--- config.mk ---
export PLATFORM = sky130hd
export DESIGN_NAME = self_calibrating_level_sensor_unit
export DESIGN_NICKNAME = d
export VERILOG_FILES = /design/src/hdl/scls_pkg.sv /design/src/hdl/scls_divider.sv /design/src/hdl/self_calibrating_level_sensor_unit.sv
export SDC_FILE = /design/constraint.sdc
export NUM_CORES = 2
export LEC_CHECK = 0
export ABC_AREA = 1
export BUFFER_PORTS_ARGS = -buffer_cell sky130_fd_sc_hd__buf_4
export CAP_MARGIN = 20
export CORE_MARGIN = 5
export CORE_UTILIZATION = 45
export DETAILED_ROUTE_END_ITERATION = 8
export PLACE_DENSITY = 0.64
export SYNTH_ARGS = -nofsm -noshare
export SYNTH_HDL_FRONTEND = slang
export SYNTH_SLANG_ARGS = --single-unit
--- constraint.sdc ---
create_clock -name clk -period 15.95 [get_ports clk]
set_input_delay 1.595 -clock clk [delete_from_list [all_inputs] [get_ports clk]]
set_output_delay 1.595 -clock clk [all_outputs]
set_load 0.02 [all_outputs]
--- src/hdl/scls_pkg.sv ---
// shared types and constants for the level sensor unit
`timescale 1ns / 1ps
package scls_pkg;
	localparam int unsigned WindowDepthDef = 5;
	localparam int unsigned MarginUnits = 15;
	localparam int unsigned AcceptHits = 5;
	localparam int unsigned MissLimit = 20;
	localparam int unsigned MinSpanUnits = 250;
	localparam logic [31:0] GateMs = 32'd30000;
	localparam int unsigned EmptyMark = 200;
	localparam int unsigned FullScale = 10000;
	localparam int unsigned DivBits = 36;

	typedef enum logic [2:0] {
		REG_PLAUS_LOW = 3'd0,
		REG_PLAUS_HIGH = 3'd1,
		REG_SEED_LOW = 3'd2,
		REG_SEED_HIGH = 3'd3,
		REG_INVERT = 3'd4,
		REG_TOTAL = 3'd5,
		REG_RESERVE = 3'd6
	} reg_idx_t;

	// divider request and answer
	typedef struct packed {
		logic start;
		logic [DivBits-1:0] dividend;
		logic [DivBits-1:0] divisor;
	} div_req_t;

	typedef struct packed {
		logic done;
		logic [DivBits-1:0] quotient;
	} div_rsp_t;
endpackage

--- src/hdl/scls_divider.sv ---
// bit-serial unsigned restoring divider, one quotient bit per cycle
`timescale 1ns / 1ps
module scls_divider
	import scls_pkg::*;
(
	input  logic     clk,
	input  logic     arst_n,
	input  div_req_t req,
	output div_rsp_t rsp
);
	localparam int unsigned CntW = $clog2(DivBits + 1);

	logic [DivBits-1:0] rem_q;
	logic [DivBits-1:0] quo_q;
	logic [DivBits-1:0] den_q;
	logic [CntW-1:0]    cnt_q;
	logic               busy_q;
	logic               done_q;
	logic [DivBits:0]   trial;

	assign trial = {rem_q, quo_q[DivBits-1]} - {1'b0, den_q};

	always_ff @(posedge clk or negedge arst_n) begin
		if (!arst_n) begin
			busy_q <= 1'b0;
			done_q <= 1'b0;
			cnt_q <= '0;
		end else begin
			done_q <= 1'b0;
			if (req.start) begin
				busy_q <= 1'b1;
				cnt_q <= CntW'(DivBits);
			end else if (busy_q) begin
				cnt_q <= cnt_q - 1'b1;
				if (cnt_q == CntW'(1)) begin
					busy_q <= 1'b0;
					done_q <= 1'b1;
				end
			end
		end
	end

	always_ff @(posedge clk) begin
		if (req.start) begin
			rem_q <= '0;
			quo_q <= req.dividend;
			den_q <= req.divisor;
		end else if (busy_q) begin
			if (!trial[DivBits]) begin
				rem_q <= trial[DivBits-1:0];
				quo_q <= {quo_q[DivBits-2:0], 1'b1};
			end else begin
				rem_q <= {rem_q[DivBits-2:0], quo_q[DivBits-1]};
				quo_q <= {quo_q[DivBits-2:0], 1'b0};
			end
		end
	end

	assign rsp.done = done_q;
	assign rsp.quotient = quo_q;

`ifndef SYNTH
	a_done_pulse: assert property (@(posedge clk) disable iff (!arst_n)
		done_q |=> !done_q) else $error("divider done held");
	a_busy_done: assert property (@(posedge clk) disable iff (!arst_n)
		done_q |-> !busy_q) else $error("divider done while busy");
	a_start_busy: assert property (@(posedge clk) disable iff (!arst_n)
		req.start |=> busy_q) else $error("divider did not start");
`endif
endmodule

--- src/hdl/self_calibrating_level_sensor_unit.sv ---
// top level of the self-calibrating resistive level sensor
// a valid sample runs serial median insertion, learn, range, map, map division, ema, out, reserve
// and volume to m_tvalid; reserve division only with a reserve, map division not on a zero span
// a rejected sample with a held level runs only the reserve and volume steps; none held: no result
// one sample in flight; the next transaction is taken the cycle after the result handshake
// arst_n clears all control and learned state; the ring needs no clearing
`timescale 1ns / 1ps
module self_calibrating_level_sensor_unit
	import scls_pkg::*;
#(
	parameter int unsigned WINDOW_DEPTH = WindowDepthDef
) (
	input  logic        clk,
	input  logic        arst_n,
	input  logic        s_tvalid,
	output logic        s_tready,
	// resistance[15:0], sample_ok[16], time_ms[48:17], zero fill
	input  logic [55:0] s_tdata,
	output logic        m_tvalid,
	input  logic        m_tready,
	// level_hundredths[13:0], volume_out[29:14], volume_valid[30],
	// almost_empty[31], calibrated[32], learned_low[48:33], learned_high[64:49]
	output logic [71:0] m_tdata,
	input  logic        cfg_we,
	input  logic [2:0]  cfg_index,
	input  logic [15:0] cfg_wdata
);
	localparam int unsigned PosW = $clog2(WINDOW_DEPTH);
	localparam int unsigned FillW = $clog2(WINDOW_DEPTH + 1);

	typedef enum logic [11:0] {
		ST_IDLE  = 12'b000000000001,
		ST_SORT  = 12'b000000000010,
		ST_LEARN = 12'b000000000100,
		ST_RANGE = 12'b000000001000,
		ST_MAP   = 12'b000000010000,
		ST_MDIV  = 12'b000000100000,
		ST_EMA   = 12'b000001000000,
		ST_RSV   = 12'b000010000000,
		ST_RDIV  = 12'b000100000000,
		ST_VOL   = 12'b001000000000,
		ST_VDIV  = 12'b010000000000,
		ST_OUT   = 12'b100000000000
	} state_t;

	state_t state_q;

	logic [15:0] plow_q, phigh_q, slow_q, shigh_q, total_q, rsv_q;
	logic        inv_q;

	logic [15:0] ring_q [WINDOW_DEPTH];
	logic [15:0] sorted_q [WINDOW_DEPTH];
	logic [FillW-1:0] fill_q;
	logic [PosW-1:0]  pos_q;
	logic [FillW-1:0] sidx_q;

	logic [13:0] smooth_q;
	logic        svalid_q, cal_q;
	logic [15:0] rlow_q, rhigh_q, clow_q, chigh_q;
	logic [2:0]  clh_q, chh_q, boot_q;
	logic [4:0]  clm_q, chm_q;
	logic [31:0] llt_q, lht_q;

	logic [15:0] med_q;
	logic [31:0] now_q;
	logic        neg_q;
	logic [15:0] emin_q;
	logic [16:0] span_q;
	logic [13:0] lvl_q, olvl_q;
	logic [15:0] ovol_q;

	div_req_t dreq;
	div_rsp_t drsp;
	scls_divider u_div (.clk(clk), .arst_n(arst_n), .req(dreq), .rsp(drsp));

	logic [15:0] in_r;
	logic        in_ok, accept, plaus;
	logic [31:0] in_t;
	assign in_r = s_tdata[15:0];
	assign in_ok = s_tdata[16];
	assign in_t = s_tdata[48:17];
	assign s_tready = (state_q == ST_IDLE) && !m_tvalid;
	assign accept = s_tvalid && s_tready;
	assign plaus = in_ok && in_r >= plow_q && in_r <= phigh_q;

	// serial insertion: one ring entry per cycle into a sorted line
	logic [15:0] ins_v;
	logic [PosW-1:0] ins_idx;
	logic [FillW-1:0] nfill;
	assign ins_idx = sidx_q[PosW-1:0];
	assign ins_v = ring_q[ins_idx];
	assign nfill = (fill_q < FillW'(WINDOW_DEPTH)) ? fill_q + 1'b1 : fill_q;

	// learning
	logic glow, ghigh;
	logic signed [17:0] smed, srl, srh;
	assign glow = (llt_q == 32'd0) || ((now_q - llt_q) >= GateMs);
	assign ghigh = (lht_q == 32'd0) || ((now_q - lht_q) >= GateMs);
	assign smed = 18'(med_q);
	assign srl = 18'(rlow_q) - 18'(MarginUnits);
	assign srh = 18'(rhigh_q) + 18'(MarginUnits);

	// range selection
	logic [15:0] emin, emax;
	logic [16:0] rspan;
	assign rspan = 17'(rhigh_q) - 17'(rlow_q);
	always_comb begin
		if (cal_q && !rspan[16] && rspan >= 17'(MinSpanUnits)) begin
			emin = rlow_q;
			emax = rhigh_q;
		end else if (cal_q) begin
			emin = (rlow_q < slow_q) ? rlow_q : slow_q;
			emax = (rhigh_q > shigh_q) ? rhigh_q : shigh_q;
		end else begin
			emin = slow_q;
			emax = shigh_q;
		end
	end

	// signed mapping with magnitudes into the unsigned divider
	logic signed [17:0] num, den;
	logic [17:0] anum, aden;
	assign num = 18'(med_q) - 18'(emin_q);
	assign den = 18'(signed'(span_q));
	assign anum = num[17] ? 18'(-num) : 18'(num);
	assign aden = den[17] ? 18'(-den) : 18'(den);

	logic signed [16:0] q_s, lv_s;
	logic [35:0] qmag;
	logic [13:0] mlvl;
	always_comb begin
		qmag = drsp.quotient;
		if (qmag > 36'd20000) qmag = 36'd20000;
		q_s = neg_q ? -17'(qmag[15:0]) : 17'(qmag[15:0]);
		if (q_s < -17'sd10000) q_s = -17'sd10000;
		if (span_q == 17'd0) q_s = '0;
		lv_s = inv_q ? 17'sd10000 - q_s : q_s;
		if (lv_s < 0) mlvl = '0;
		else if (lv_s > 17'sd10000) mlvl = 14'(FullScale);
		else mlvl = lv_s[13:0];
	end

	// ema step: 35*|diff|/100 as (7*|diff|/4)/5, the /5 by reciprocal multiply
	logic signed [14:0] diff;
	logic [13:0] dmag;
	logic [16:0] d7;
	logic [31:0] recip;
	logic [13:0] step;
	assign diff = 15'(lvl_q) - 15'(smooth_q);
	assign dmag = diff[14] ? 14'(-diff) : 14'(diff);
	assign d7 = 17'(dmag) * 17'd7;
	assign recip = 32'(d7[16:2]) * 32'd26215;
	assign step = 14'(recip >> 17);

	logic rsv_on;
	assign rsv_on = (total_q != 16'd0) && (rsv_q != 16'd0) && (rsv_q < total_q);

	always_comb begin
		dreq = '0;
		unique case (state_q)
			ST_MAP: begin
				dreq.start = span_q != 17'd0;
				dreq.dividend = 36'(anum) * 36'd10000;
				dreq.divisor = 36'(aden);
			end
			ST_RSV: begin
				dreq.start = rsv_on;
				dreq.dividend = 36'(rsv_q) * 36'd10000 + 36'(smooth_q) * 36'(total_q - rsv_q);
				dreq.divisor = 36'(total_q);
			end
			ST_VOL: begin
				dreq.start = 1'b1;
				dreq.dividend = 36'(olvl_q) * 36'(total_q);
				dreq.divisor = 36'd10000;
			end
			default: dreq = '0;
		endcase
	end

	always_ff @(posedge clk or negedge arst_n) begin
		if (!arst_n) begin
			plow_q <= 16'd0; phigh_q <= 16'hFFFF; slow_q <= 16'd0;
			shigh_q <= 16'd1900; inv_q <= 1'b0; total_q <= 16'd0; rsv_q <= 16'd0;
		end else if (cfg_we) begin
			unique case (cfg_index)
				REG_PLAUS_LOW:  plow_q <= cfg_wdata;
				REG_PLAUS_HIGH: phigh_q <= cfg_wdata;
				REG_SEED_LOW:   slow_q <= cfg_wdata;
				REG_SEED_HIGH:  shigh_q <= cfg_wdata;
				REG_INVERT:     inv_q <= cfg_wdata[0];
				REG_TOTAL:      total_q <= cfg_wdata;
				REG_RESERVE:    rsv_q <= cfg_wdata;
				default: ;
			endcase
		end
	end

	always_ff @(posedge clk) begin
		if (accept && plaus) ring_q[pos_q] <= in_r;
		if (state_q == ST_SORT && sidx_q < fill_q) begin
			for (int i = 0; i < WINDOW_DEPTH; i++) begin
				if (FillW'(i) <= sidx_q) begin
					if (i == 0) begin
						if (sorted_q[0] > ins_v || sidx_q == 0) sorted_q[0] <= (sidx_q == 0 || sorted_q[0] > ins_v) ? ins_v : sorted_q[0];
					end else if (FillW'(i) == sidx_q) begin
						sorted_q[i] <= (sorted_q[i-1] > ins_v) ? sorted_q[i-1] : ins_v;
					end else begin
						if (sorted_q[i-1] > ins_v) sorted_q[i] <= sorted_q[i-1];
						else if (sorted_q[i] > ins_v) sorted_q[i] <= ins_v;
					end
				end
			end
		end
	end

	always_ff @(posedge clk or negedge arst_n) begin
		if (!arst_n) begin
			state_q <= ST_IDLE;
			m_tvalid <= 1'b0;
			fill_q <= '0; pos_q <= '0; sidx_q <= '0;
			smooth_q <= '0; svalid_q <= 1'b0; cal_q <= 1'b0;
			rlow_q <= '0; rhigh_q <= '0; clow_q <= '0; chigh_q <= '0;
			clh_q <= '0; chh_q <= '0; clm_q <= '0; chm_q <= '0; boot_q <= '0;
			llt_q <= '0; lht_q <= '0;
			med_q <= '0; now_q <= '0; neg_q <= 1'b0; emin_q <= '0; span_q <= '0;
			lvl_q <= '0; olvl_q <= '0; ovol_q <= '0;
		end else begin
			if (m_tvalid && m_tready) m_tvalid <= 1'b0;
			unique case (state_q)
				ST_IDLE: if (accept) begin
					now_q <= in_t;
					if (plaus) begin
						pos_q <= (pos_q == PosW'(WINDOW_DEPTH - 1)) ? '0 : pos_q + 1'b1;
						fill_q <= nfill;
						sidx_q <= '0;
						state_q <= ST_SORT;
					end else if (svalid_q) begin
						state_q <= ST_RSV;
					end
				end
				ST_SORT: begin
					if (sidx_q < fill_q) sidx_q <= sidx_q + 1'b1;
					else begin
						med_q <= sorted_q[PosW'(fill_q >> 1)];
						state_q <= ST_LEARN;
					end
				end
				ST_LEARN: begin
					if (fill_q == FillW'(WINDOW_DEPTH)) begin
						if (!cal_q) begin
							if (glow) begin
								llt_q <= now_q;
								if (boot_q == 0 || med_q < clow_q) clow_q <= med_q;
								if (boot_q == 0 || med_q > chigh_q) chigh_q <= med_q;
								if (boot_q == 3'(AcceptHits - 1)) begin
									rlow_q <= (boot_q == 0 || med_q < clow_q) ? med_q : clow_q;
									rhigh_q <= (boot_q == 0 || med_q > chigh_q) ? med_q : chigh_q;
									cal_q <= 1'b1; boot_q <= '0; clh_q <= '0; chh_q <= '0;
								end else boot_q <= boot_q + 1'b1;
							end
						end else begin
							if (smed < srl) begin
								if (glow) begin
									clm_q <= '0; llt_q <= now_q;
									if (clh_q == 3'(AcceptHits - 1)) begin
										rlow_q <= (med_q > clow_q) ? med_q : clow_q;
										clh_q <= '0;
									end else begin
										clh_q <= clh_q + 1'b1;
										if (clh_q == 0 || med_q > clow_q) clow_q <= med_q;
									end
								end
							end else if (clh_q != 0 && glow) begin
								llt_q <= now_q;
								if (clm_q == 5'(MissLimit - 1)) begin
									clh_q <= '0; clm_q <= '0;
								end else clm_q <= clm_q + 1'b1;
							end
							if (smed > srh) begin
								if (ghigh) begin
									chm_q <= '0; lht_q <= now_q;
									if (chh_q == 3'(AcceptHits - 1)) begin
										rhigh_q <= (med_q < chigh_q) ? med_q : chigh_q;
										chh_q <= '0;
									end else begin
										chh_q <= chh_q + 1'b1;
										if (chh_q == 0 || med_q < chigh_q) chigh_q <= med_q;
									end
								end
							end else if (chh_q != 0 && ghigh) begin
								lht_q <= now_q;
								if (chm_q == 5'(MissLimit - 1)) begin
									chh_q <= '0; chm_q <= '0;
								end else chm_q <= chm_q + 1'b1;
							end
						end
					end
					state_q <= ST_RANGE;
				end
				// range taken after the learning step has settled
				ST_RANGE: begin
					emin_q <= emin;
					span_q <= 17'(emax) - 17'(emin);
					state_q <= ST_MAP;
				end
				ST_MAP: begin
					neg_q <= num[17] ^ den[17];
					state_q <= (span_q != 17'd0) ? ST_MDIV : ST_EMA;
				end
				ST_MDIV: if (drsp.done) state_q <= ST_EMA;
				ST_EMA: begin
					lvl_q <= mlvl;
					state_q <= ST_OUT;
				end
				ST_OUT: begin
					if (!svalid_q) begin
						smooth_q <= lvl_q; svalid_q <= 1'b1;
					end else
						smooth_q <= diff[14] ? smooth_q - step : smooth_q + step;
					state_q <= ST_RSV;
				end
				ST_RSV: begin
					olvl_q <= smooth_q;
					state_q <= rsv_on ? ST_RDIV : ST_VOL;
				end
				ST_RDIV: if (drsp.done) begin
					olvl_q <= (drsp.quotient > 36'd10000) ? 14'(FullScale) : drsp.quotient[13:0];
					state_q <= ST_VOL;
				end
				ST_VOL: state_q <= ST_VDIV;
				ST_VDIV: if (drsp.done) begin
					ovol_q <= drsp.quotient[15:0];
					m_tvalid <= 1'b1;
					state_q <= ST_IDLE;
				end
				default: state_q <= ST_IDLE;
			endcase
		end
	end

	logic [15:0] vol;
	assign vol = (total_q != 16'd0) ? ovol_q : 16'd0;
	assign m_tdata = {7'd0, rhigh_q, rlow_q, cal_q, (smooth_q <= 14'(EmptyMark)),
		(total_q != 16'd0), vol, olvl_q};

`ifndef SYNTH
	a_no_accept_busy: assert property (@(posedge clk) disable iff (!arst_n)
		(state_q != ST_IDLE) |-> !s_tready) else $error("accepted while busy");
	a_fill_bound: assert property (@(posedge clk) disable iff (!arst_n)
		fill_q <= FillW'(WINDOW_DEPTH)) else $error("fill overflow");
	a_level_bound: assert property (@(posedge clk) disable iff (!arst_n)
		smooth_q <= 14'(FullScale)) else $error("level out of range");
`endif
endmodule
==> flow_metrics.env <==
export IMPL_grt_total_usage=0.2575
export IMPL_reg2reg_from="smooth_q[3]$_DFFE_PN0N_"
export IMPL_synthToLayoutAreaGrowth_pct=8.703
export IMPL_crit_type="reg2reg"
export IMPL_num_rows=148
export IMPL_synth_top_area_frac=0.1619
export IMPL_ys_warn_count=0
export IMPL_viasPerCell=5.354
export IMPL_root_buffer="clkbuf_16"
export IMPL_critPathCaptureType="flip-flop"
export IMPL_fin_nets=11104
export IMPL_crit_slowest_cell="dfrtp_1"
export IMPL_clk_pin_slew_ns=0.06
export IMPL_cts_tree="yes"
export IMPL_period_needed_ns=14.57
export IMPL_clkLatencyLatePin_ns=0.71
export IMPL_finClkSkew_ns=0.05926
export IMPL_initial_utilization=0.4516
export IMPL_antenna_found_initial=11
export IMPL_die_area_sq_um=171400
export IMPL_async_flop_share=0.6400
export IMPL_coreArea_sq_um=162600
export IMPL_maxSlewViolCount=0
export IMPL_cts_num_sinks=650
export IMPL_fmax_mhz=68.62
export IMPL_fp_dieH_microns=414.0
export IMPL_fillers=15974
export IMPL_vias=63290
export IMPL_grt_pass1_vias=62489
export IMPL_outcome="completed"
export IMPL_dpl_cell_count=11661
export IMPL_firstDrtPassIters=6
export IMPL_crit_path_max_fanout=20
export IMPL_worstMarginPinSlew_ns=1.138
export IMPL_synth_edff_count=198
export IMPL_drive_gt1_frac=0.05517
export IMPL_startpoint_type="flip-flop"
export IMPL_worstPathRequired_ns=16.49
export IMPL_setup_viol=0
export IMPL_synth_seq_area_share=0.2330
export IMPL_cp_arrival_ns=15.11
export IMPL_min_delay_start="emin_q[2]$_DFFE_PN0P_"
export IMPL_finalSetupTns_ns=0
export IMPL_syn_avg_cell_area_sq_um=7.705
export IMPL_relSlewSlack=0.2416
export IMPL_yosysTopAreaCell="fa_1"
export IMPL_place_congestion=0.9432
export IMPL_maxCapViolations=0
export IMPL_hold_viol=0
export IMPL_clk_path_buf_depth=3
export IMPL_final_core_util=0.4910
export IMPL_fin_crit_sh=0.9137
export IMPL_fin_cells=11820
export IMPL_synth_ff_type="dfrtp_1"
export IMPL_ys_seq_elements=650
export IMPL_cts_buffers=83
export IMPL_crit_path_frequent_cell="nand2_1"
export IMPL_pin_count=154
export IMPL_numPortBuffers=139
export IMPL_dp_hpwl_microns=173000
export IMPL_yosys_cell_types_count=76
export IMPL_grt_overflow_total=0
export IMPL_wl_per_cell_microns=18.67
export IMPL_ant_nets=0
export IMPL_finalWirelength_microns=220700
export IMPL_dieWidth_microns=414.0
export IMPL_syn_cell_area_sq_um=73430
export IMPL_cp_startpoint="smooth_q[3]$_DFFE_PN0N_"
export IMPL_drc_errors=0
export IMPL_grt_start_max_net_pins=84
export IMPL_hold_path_class="reg2reg"
export IMPL_grt_setup_unrepaired="no"
export IMPL_grt_pass1_wl_microns=348400
export IMPL_syn_inst=9531
export IMPL_htree_levels=3
export IMPL_cpPeakStageDelay_ns=0.91
export IMPL_synth_area_top_cells="fa_1 (16%), ha_1 (15%), dfrtp_1 (13%), nand2_1 (9.6%), inv_1 (9.6%)"
export IMPL_drt_iter0_drc=4828
-- cell families after synthesis --
family / count (synthesis) / share of synthesized area
adders and majority gates: 1450 / 0.3078
AOI/OAI and AO/OA: 1642 / 0.1231
and+or+nand+nor: 3295 / 0.1869
buffers and inverters: 2200 / 0.1138
other: 2 / 0.0001023
DFF: 650 / 0.2330
muxes: 15 / 0.002300
xor gates and xnor gates: 277 / 0.03304
-- final cells by class --
type	count	area (sq um)	area share
Timing Repair Buffer	229	1768	0.02215
Tap cell	2175	2721	0.03409
Antenna cell	2	5.005	0.00006270
Clock inverter	38	599.3	0.007508
Sequential cell	650	17110	0.2144
Clock buffer	116	2302	0.02884
Multi-Input combinational cell	6692	48110	0.6027
Inverter	1918	7203	0.09024
-- final timing paths --
| kind | to | slack [ns] | cells after the start |
|---|---|---|---|
| setup / recovery | smooth_q[13]$_DFFE_PN0N_ | 1.38 | 73 |
| setup reg to reg | smooth_q[13]$_DFFE_PN0N_ | 1.38 | 73 |
| hold reg to reg | emin_q[2]$_DFFE_PN0P_ | 0.48 | 2 |
| min in group asynchronous | rhigh_q[11]$_DFFE_PN0P_ | 0.89 | 1 |
| hold / removal | emin_q[2]$_DFFE_PN0P_ | 0.48 | 2 |
| max in group asynchronous | now_q[7]$_DFFE_PN0P_ | 12.37 | 4 |
-- per-layer routing --
layer | track usage | vias to the layer above | wire length [microns]
li1 | - | 30449 | -
met1 | 0.3420 | 30462 | 94530
met2 | 0.4328 | 1972 | 104000
met3 | 0.03242 | 407 | 13330
met4 | 0.09364 | 0 | 8926
met5 | 0 | - | 0
-- placed cells by master (no fill, tap or decap), types with 15 or more instances in the layout --
cell          n
a21oi_1     592
a211oi_1     18
o21bai_1     28
dfrtp_1     390
o31ai_1      17
o22ai_1      27
inv_2        18
dfxtp_1      36
clkinv_1     21
o21ai_0     698
nor3_1       83
edfxtp_1    198
o221ai_1     20
nand2_2      16
ha_1        856
nand2_1    1884
nand4_1      89
nor4_1       28
a21o_1       29
dfstp_2      24
o21ai_1      40
mux2_2       15
inv_1      1883
xnor2_1      91
o211ai_1     58
xor2_1      184
buf_4       225
a31oi_1      32
clkbuf_16    85
clkbuf_1     24
nand3b_1     18
or2_2        58
nand3_1     386
fa_1        594
nor2_1      678
-- per-stage QoR --
| step | setup slack [ns] | area, sq um | hold slack (ns) |
|---|---|---|---|
| after floorplan | 3.532 | 73470 | 0.4491 |
| after global placement | 1.365 | 76820 | 0.4633 |
| after detailed placement | 1.170 | 76850 | 0.4683 |
| after CTS | 1.135 | 79750 | 0.4813 |
| after global routing | 0.07369 | 79820 | 0.4957 |
| final | 1.377 | 79820 | 0.4803 |
-- state kept, by name, summed over array words and instances (netlist names), 17 cells and up --
register	flops
u_div.rem_q	36
lht_q	32
u_div.quo_q	36
now_q	32
sorted_q	64
u_div.den_q	18
span_q	17
ring_q	80
llt_q	32
-- Yosys cell counts, types with 24 or more instances --
master,instances
nand2_1,1887
inv_1,1883
ha_1,856
o21ai_0,699
nor2_1,678
fa_1,594
a21oi_1,592
dfrtp_1,392
nand3_1,386
clkbuf_1,225
edfxtp_1,198
xor2_1,186
xnor2_1,91
nand4_1,89
nor3_1,88
o211ai_1,58
or2_2,58
o21ai_1,39
dfxtp_1,36
a31oi_1,32
a21o_1,29
buf_2,29
nor4_1,29
o21bai_1,28
o22ai_1,27
dfstp_2,24
-- repair_timing --
action	in CTS	in global routing
resized for setup	0	4
setup buffers	0	0
endpoints found under the setup margin	0	1
hold buffers	0	0
-- worst max-delay path, delay by kind of cell (launching register included) --
family / cells / cell delay, ns
compound gates: 25 / 4.58
xor+xnor: 4 / 0.66
fa+ha+maj: 12 / 4.90
buf+inv: 12 / 1.62
flops: 1 / 0.91
simple gates: 20 / 1.77
Power is not shown: default switching activity piles up to over one toggle a cycle in this logic, so the estimate is an artifact.
